## config.mk

```make
export PLATFORM = sky130hd
export DESIGN_NAME = hgbs_front
export DESIGN_NICKNAME = d
export VERILOG_FILES = /design/src/hgbs_pkg.sv /design/src/hgbs_front.sv
export SDC_FILE = /design/constraint.sdc
export NUM_CORES = 1
export LEC_CHECK = 0
export ABC_AREA = 1
export BUFFER_PORTS_ARGS = -buffer_cell sky130_fd_sc_hd__buf_2
export CAP_MARGIN = 20
export CORE_ASPECT_RATIO = 2
export CORE_UTILIZATION = 53
export DETAILED_ROUTE_END_ITERATION = 8
export GPL_TIMING_DRIVEN = 0
export PLACE_DENSITY = 0.8
export SLEW_MARGIN = 0
export SYNTH_ARGS = -nofsm -noshare
export SYNTH_HDL_FRONTEND = slang
export SYNTH_SLANG_ARGS = --single-unit
```

## constraint.sdc

```tcl
create_clock -name clk -period 7.29 [get_ports clk]
set_clock_uncertainty 0.2 [all_clocks]
set_input_delay 0.729 -clock clk [delete_from_list [all_inputs] [get_ports clk]]
set_output_delay 0.729 -clock clk [all_outputs]
set_load 0.01 [all_outputs]
```

## src/hgbs_pkg.sv

```systemverilog
// shared types and constants for the height grid sampler
`timescale 1ns / 1ps
package hgbs_pkg;
  localparam int MaxCells = 65536;
  localparam int MaxSide = 1024;
  localparam int CfgW = 33;
  localparam int CfgIdxW = 3;
  localparam logic signed [35:0] FullTurn = 36'sd6039797760;
  localparam logic signed [35:0] HalfTurn = 36'sd3019898880;

  typedef enum logic [CfgIdxW-1:0] {
    REG_ORIGIN_LAT = 3'd0, REG_ORIGIN_LON = 3'd1, REG_LAT_SCALE = 3'd2,
    REG_LON_SCALE = 3'd3, REG_COLUMNS = 3'd4, REG_ROWS = 3'd5,
    REG_MISS_CODE = 3'd6, REG_MISS_FILL = 3'd7
  } reg_idx_t;

  // one command handed from the front to the back
  typedef struct packed {
    logic        is_load;
    logic        loaded;
    logic signed [32:0] lat;
    logic signed [32:0] lon;
    logic signed [15:0] data;
  } query_t;

  // wrap a signed offset (range two turns wide) into [-180,180)
  function automatic logic signed [35:0] wrap_deg(input logic signed [35:0] d);
    logic signed [35:0] r;
    begin
      r = d;
      if (r >= HalfTurn) r = r - FullTurn;
      else if (r < -HalfTurn) r = r + FullTurn;
      if (r >= HalfTurn) r = r - FullTurn;
      else if (r < -HalfTurn) r = r + FullTurn;
      return r;
    end
  endfunction
endpackage

```

## src/hgbs_front.sv

```systemverilog
// front: takes commands, tracks the load pointer, queues every command in order
`timescale 1ns / 1ps
module hgbs_front #(
  parameter int AddrW = 16
) (
  input  logic clk,
  input  logic rst,
  input  logic start,
  input  logic kind,
  input  logic signed [15:0] cell_value,
  input  logic cell_last,
  input  logic signed [32:0] query_lat,
  input  logic signed [32:0] query_lon,
  input  logic signed [15:0] missing_code,
  input  logic signed [15:0] missing_fill,
  input  logic q_pop,
  output logic q_full,
  output logic q_valid,
  output hgbs_pkg::query_t q_head,
  output logic [AddrW-1:0] q_addr
);
  import hgbs_pkg::*;
  query_t fifo [2];
  logic [AddrW-1:0] fifo_addr [2];
  logic wp, rp;
  logic [1:0] cnt;
  logic [AddrW-1:0] load_address;
  logic grid_loaded;
  logic acc, ld_acc;
  logic signed [15:0] ld_data;

  assign acc = start && !q_full;
  assign ld_acc = acc && !kind;
  assign q_full = cnt == 2'd2;
  assign q_valid = cnt != 2'd0;
  assign q_head = fifo[rp];
  assign q_addr = fifo_addr[rp];
  assign ld_data = (cell_value == missing_code) ? missing_fill : cell_value;

  always_ff @(posedge clk) begin
    if (rst) begin
      wp <= 1'b0; rp <= 1'b0; cnt <= 2'd0;
      load_address <= '0; grid_loaded <= 1'b0;
    end else begin
      if (acc) wp <= ~wp;
      if (q_pop) rp <= ~rp;
      cnt <= cnt + {1'b0, acc} - {1'b0, q_pop};
      if (ld_acc) begin
        grid_loaded <= cell_last;
        load_address <= cell_last ? '0 : load_address + 1'b1;
      end
    end
  end
  // loads travel with the queries so the grid changes in command order
  always_ff @(posedge clk) begin
    if (acc) begin
      fifo[wp] <= '{is_load: !kind, loaded: grid_loaded, lat: query_lat, lon: query_lon,
                    data: ld_data};
      fifo_addr[wp] <= load_address;
    end
  end
endmodule

```

==> results.cfg, run 1 <==
[synth]
synth.area.top_cells = edfxtp_1 68%, mux2_2 13%, dfxtp_1 5.0%
synth-async-reset-ratio = 0
synthFlopType = edfxtp_1
syn_nets = 724
synth_edf_count = 200
yosysWarnings = 0
synth.avg_cell_area_um2 = 14.6
ys_seq_area_frac = 0.731
ys_ff_latch = 222
synthCells = 602
synth_top_area_share = 0.681
synth.distinct_cells = 28
synthesis.area_um2 = 8820
post-synth-top-area-cell = edfxtp_1

[placement]
placed_cell_area_um2 = 10300
dp_slack_ns = 4.65
gp_congestion = 0.818
dp_hpwl_mm = 13.2
numPortBuffers = 221

[clock_network]
post_cts_buffers = 0
cts_max_level = 1
cts.sinks = 222
tritoncts = yes
clk_pin_slew_ns = 0.07
clock-root-buffer = clkbuf_16
cts_buffers = 19
cts_resized = 0
clk_path_buf_depth = 3
worstSkewPairLatency_ns = 0.47
ctsHoldBuffers = 0

[die]
dieArea_um2 = 17200
io_pins = 222
rows = 66
fp.coreArea_um2 = 16300
fp.dieH_um = 184
die_w_um = 93.2
start_util = 0.542

[finish]
multiInputGateArea_um2 = 2120
fillers = 1203
final_common_cell = buf_2
regArea_um2 = 6450
syn_to_final_growth_pct = 23.6
drive_gt1_frac = 0.441
final_cell_mix = 231 x buf_2, 200 x edfxtp_1, 108 x nand2_1
final_area_um2 = 10900
final_core_util = 0.670
nets = 972

[worst_setup_path]
rrSetupSlack_ns = 5.09
arrival_ns = 2.16
reg2reg_from = cnt[0]
r2r_cells = 6
path_class = reg2out
r2r_end = fifo[1][37]
critPathCapture = q_addr[13]
required_ns = 6.36
start_kind = flop
path_max_fanout = 10
cp-end-kind = output pin

[route]
wl_mm = 18.0
firstDrtPassIters = 5
vias_per_cell = 5.16
top_layer_used = met4
wl_met3_um = 874
drc = 0
dr_wl_met2_mm = 10.5
drt.antenna.violating_nets = 0
m1WireLength_mm = 5.74
avgRoutedWirePerCell_um = 16.9
dr_total_vias = 5486
drt_iter0_drc = 164

[run_status]
status = complete, no violations

[sta]
drv_slew = 0
worst_pin_slew_ns = 0.574
hold_viol = 0
fin_ws_ns = 4.20
max_freq_ghz = 0.324
finalCritPeriodShare = 0.423
setup_tns_ns = 0
rsz0062_at_grt = no
max_slew_margin = 0.617
period_minus_slack_ns = 3.09
fin_hold_ws_ns = 0.230
setup_viol = 0

[hold_path]
worstHoldStart = query_lat[13]
hold_path.class = in2reg

[pwr]
p_leak_uw = 0.00444
p_sw_frac = 0.233
p_per_area_nw_per_um2 = 269
combinationalPowerShare = 0.145
pwr-share-clk = 0.331
seq_power_share = 0.524
p_sw_uw = 685
p_int_uw = 2250
ir_worst_vdd_mv = 0.251

[global_routing]
antenna_found_initial = 1
grt_max_degree = 34
overflow = 0
grt_pass1_vias = 5740
grt_use_total = 0.212
grt_first_pass_wirelength_mm = 27.7

[run]
maxCapViolations = 0
==> sequential cells by signal, indices dropped and copies added, names as in the netlist, named ones only <==
| signal | cells |
|---|---|
| fifo | 168 |
| rp | 1 |
| cnt | 2 |
| fifo_addr | 32 |
| grid_loaded | 1 |
| wp | 1 |
| load_address | 16 |
==> worst max-delay path, cell delays in order, from the launching register on <==
cell and delay (ns):
dfxtp_1 0.31, clkbuf_1 0.45, buf_2 0.39, mux2_2 0.38, buf_2 0.14
==> per-stage QoR <==
| stage | cells | total power, µW |
|---|---|---|
| floorplan | 602 | 1810 |
| global placement | 1027 | 1990 |
| detailed placement | 1033 | 2000 |
| CTS | 1063 | 2970 |
| global route | 1064 | 3050 |
| finish | 1064 | 2940 |
==> area by class of cell <==
type | count | share of cell area
inverters | 49 | 0.0169
flip-flops and latches | 222 | 0.591
repair buffers | 227 | 0.112
clock inverters | 7 | 0.00872
clock buffers | 23 | 0.0450
diodes | 1 | 0.000230
multi-input cells | 317 | 0.194
plain buffers | 14 | 0.00803
well taps | 204 | 0.0234
==> power by group through the flow <==
stage / Clock (µW) / Sequential, µW / Combinational (µW)
global placement: 0 / 1590 / 398
CTS: 993 / 1540 / 433
floorplan: 0 / 1580 / 237
finish: 973 / 1540 / 425
detailed placement: 0 / 1570 / 431
global route: 1040 / 1550 / 461
==> worst min path at each step <==
| stage | endpoint | slack [ns] | cells after the start |
|---|---|---|---|
| finish | fifo[1][62] | 0.23 | 1 |
| global route | fifo[1][21] | 0.22 | 1 |
| CTS | fifo[1][23] | 0.22 | 1 |
| detailed placement | fifo_addr[0][13] | 0.24 | 0 |
| global placement | fifo_addr[1][13] | 0.23 | 0 |
| floorplan | fifo_addr[0][13] | 0.23 | 0 |
==> layer usage <==
layer	vias to the layer above	GRT usage
met1	2632	0.198
met5	-	0
met3	48	0.0342
met4	0	0.106
met2	184	0.423
li1	2622	-
==> cell usage after synthesis (4+ instances only) <==
| cell type | count |
|---|---|
| inv_1 | 47 |
| nand3_1 | 21 |
| a21oi_1 | 7 |
| buf_2 | 10 |
| mux2_2 | 100 |
| edfxtp_1 | 200 |
| nor2_1 | 50 |
| nand2_1 | 108 |
| nor3_1 | 4 |
| dfxtp_1 | 22 |
==> logic make-up (layout without fill, tap and decap cells) <==
kind of cell,count (synthesis),count (layout),synth area share
flops,222,222,0.731
buf+inv,63,320,0.0308
compound gates,13,13,0.00809
other cells,0,1,0
simple gates,198,198,0.0955
fa+ha+maj,2,2,0.00284
mux,101,101,0.129
xor+xnor,3,3,0.00298
No activity file was read; power rests on OpenSTA's default activity.
==> run 2: changes to the inputs <==
- ABC_AREA: 1 -> 0
- CORE_UTILIZATION: 53 -> 47
- PLACE_DENSITY: 0.8 -> 0.75
- clock period: 7.29 -> 2.55 ns (I/O delays scaled with it)
==> run 2 against run 1 <==
  * Core utilization down 1.1 points
  * Clock-buffer cell count up 5
  * First-iteration DRC count up 24%
  * Via count down 1.7%
  * Non-clock buffer count up 101
  * Synthesized cell count down 23%
  * Sequential power rose to 2.9 times the previous value
  * Die area up 9.1%
  * Setup slack worse by 4.1 ns
  * Critical path type is now in2reg
  * Largest power group unchanged
==> results.cfg, run 2 <==
[route]
vias_per_cell = 5.17
firstDrtPassIters = 4
drc = 0
wl_mm = 19.1
drt.antenna.violating_nets = 0
avgRoutedWirePerCell_um = 18.3
drt_iter0_drc = 203
dr_total_vias = 5391

[die]
start_util = 0.480
fp.dieH_um = 193
dieArea_um2 = 18700
fp.coreArea_um2 = 17800
io_pins = 222
die_w_um = 97.3
rows = 69

[synth]
post-synth-top-area-cell = edfxtp_1
synth.area.top_cells = edfxtp_1 70%, mux2_2 15%, dfxtp_1 5.2%
synth.avg_cell_area_um2 = 18.4
synth_compound_area_frac = 0.0135
ys_ff_latch = 222
synth_top_family_by_area = multiplexers
synthMuxAreaShare = 0.153
synth.distinct_cells = 30
yosys-top-cells-count = 200 x edfxtp_1, 116 x mux2_2, 22 x dfxtp_1
synth_xor_area_frac = 0.0277
synth_top_area_share = 0.703
synthFlopType = edfxtp_1
synth-simple-area-share = 0.0401
synth_edf_count = 200
synthCells = 465
synth_most_common_cell = edfxtp_1
syn_nets = 587
yosys.area_share.adder = 0.00293
ys_seq_area_frac = 0.755
synthesis.area_um2 = 8540
yosysWarnings = 0
synth-async-reset-ratio = 0

[run]
maxCapViolations = 0

[worst_setup_path]
path_cells = buf_2, xnor2_1, nand4_1, nor4_4, buf_6, mux2_2, dlygate4sd3_1
slowest_stage = dlygate4sd3_1
start_kind = input port
arrival_ns = 2.47
cp_slowest_stage_delay_ns = 0.60
path_max_fanout = 10
rrSetupSlack_ns = 0.15
required_ns = 2.57
path_class = in2reg
cp-end-kind = flop

[global_routing]
overflow = 0
grt_first_pass_wirelength_mm = 28.8
grt_max_degree = 54
grt_use_total = 0.198
antenna_found_initial = 0
grt_pass1_vias = 5805

[placement]
gp_congestion = 0.860
numPortBuffers = 221
dp_hpwl_mm = 12.8

[sta]
max_freq_ghz = 0.408
drv_slew = 0
setup_viol = 0
period_minus_slack_ns = 2.45
max_slew_margin = 0.526
finalCritPeriodShare = 0.960
worst_pin_slew_ns = 0.711
rsz0062_at_grt = no
hold_viol = 0

[pwr]
p_per_area_nw_per_um2 = 750
power_uw = 8780
ir_worst_vdd_mv = 0.537
p_leak_uw = 0.00445

[finish]
top_regs = fifo (168), fifo_addr (32), load_address (16)
final_cell_mix = 222 x buf_2, 200 x edfxtp_1, 116 x mux2_2
fillers = 1274
final_core_util = 0.659
regArea_um2 = 6450
diodes = 0
nets = 937
largest_reg_flops = 168
final_common_cell = buf_2
syn_to_final_growth_pct = 37.2
drive_gt1_frac = 0.474
top_register = fifo
multiInputGateArea_um2 = 2050

[clock_network]
worstSkewPairLatency_ns = 0.48
clock-root-buffer = clkbuf_16
clk_path_buf_depth = 3
cts_max_level = 1
cts_buffers = 20
clk_pin_slew_ns = 0.07
cts.sinks = 222
tritoncts = yes

[run_status]
status = complete, no violations

[hold_path]
hold_path.class = reg2reg
==> run 2: changes by cell type in the layout (fill, tap and decap cells not counted), sizes merged, moves of 12 or more <==
cell and delta:
mux2 +16, nand2 -104, nor2 -43, clkbuf +14, dlygate4sd3 +104, nand3 -17, xnor2 +18, buf -12
inv -46
==> run 2: repair_timing <==
| action | in CTS | in global routing |
|---|---|---|
| buffers inserted | 0 | 0 |
| cloned | 0 | 0 |
| resized for setup | 10 | 2 |
| setup endpoints to repair | 100 | 10 |
| endpoints found under the hold margin | 173 | 0 |
| pin swaps | 0 | 0 |
| hold buffers | 104 | 0 |
==> run 2: where the power goes <==
part,total (µW),leakage [µW],internal [µW],switching [µW]
Sequential,4490,0.00206,4390,100
Combinational,1440,0.00208,691,752
Clock,2850,0.000306,1590,1260
==> run 2: critical path: cells and delay by family <==
| family | cells | cell delay [ns] |
|---|---|---|
| xor gates and xnor gates | 1 | 0.16 |
| buffers and inverters | 3 | 0.93 |
| muxes | 1 | 0.35 |
| and+or+nand+nor | 2 | 0.78 |
==> run 2: final cells by class <==
type,instances,area share
Sequential cell,222,0.550
Timing Repair Buffer,329,0.191
Multi-Input combinational cell,227,0.175
Clock buffer,28,0.0488
Tap cell,213,0.0227
Buffer,13,0.00662
Clock inverter,8,0.00512
Inverter,2,0.000641
==> run 2: routing by layer <==
metal,wire length (µm),track usage,up-vias
met3,799,0.0301,58
met5,0,0,-
li1,-,-,2505
met2,10900,0.391,178
met4,819,0.0945,0
met1,6540,0.200,2650
==> run 2: final timing paths <==
path,startpoint,to,cells after the start
setup reg to reg,cnt[0],fifo[0][17],7
hold reg to reg,load_address[15],fifo_addr[1][15],0
setup / recovery,missing_code[8],fifo[1][8],7
hold / removal,load_address[15],fifo_addr[1][15],0
==> run 2: metrics by stage <==
| stage | instances | instance area [µm²] | TNS, ns | setup slack (ns) | hold slack [ns] |
|---|---|---|---|---|---|
| final | 1042 | 11700 | 0 | 0.101 | 0.280 |
| after global routing | 1042 | 11700 | 0 | 0.00240 | 0.286 |
| after global placement | 899 | 9950 | -140.72 | -0.913 | 0.238 |
| after floorplan | 465 | 8570 | -17.38 | -0.174 | 0.119 |
| after CTS | 1042 | 11700 | 0 | 0.0248 | 0.279 |
| after detailed placement | 903 | 10000 | 0 | 0.0816 | 0.246 |
==> run 2: cell families (layout without fill, tap and decap cells) <==
group / count (synthesis) / after routing
buffers and inverters: 16 / 380
DFF: 222 / 222
xor gates and xnor gates: 27 / 27
adders and majority gates: 2 / 2
and+or+nand+nor: 60 / 60
muxes: 116 / 116
AOI/OAI and AO/OA: 22 / 22
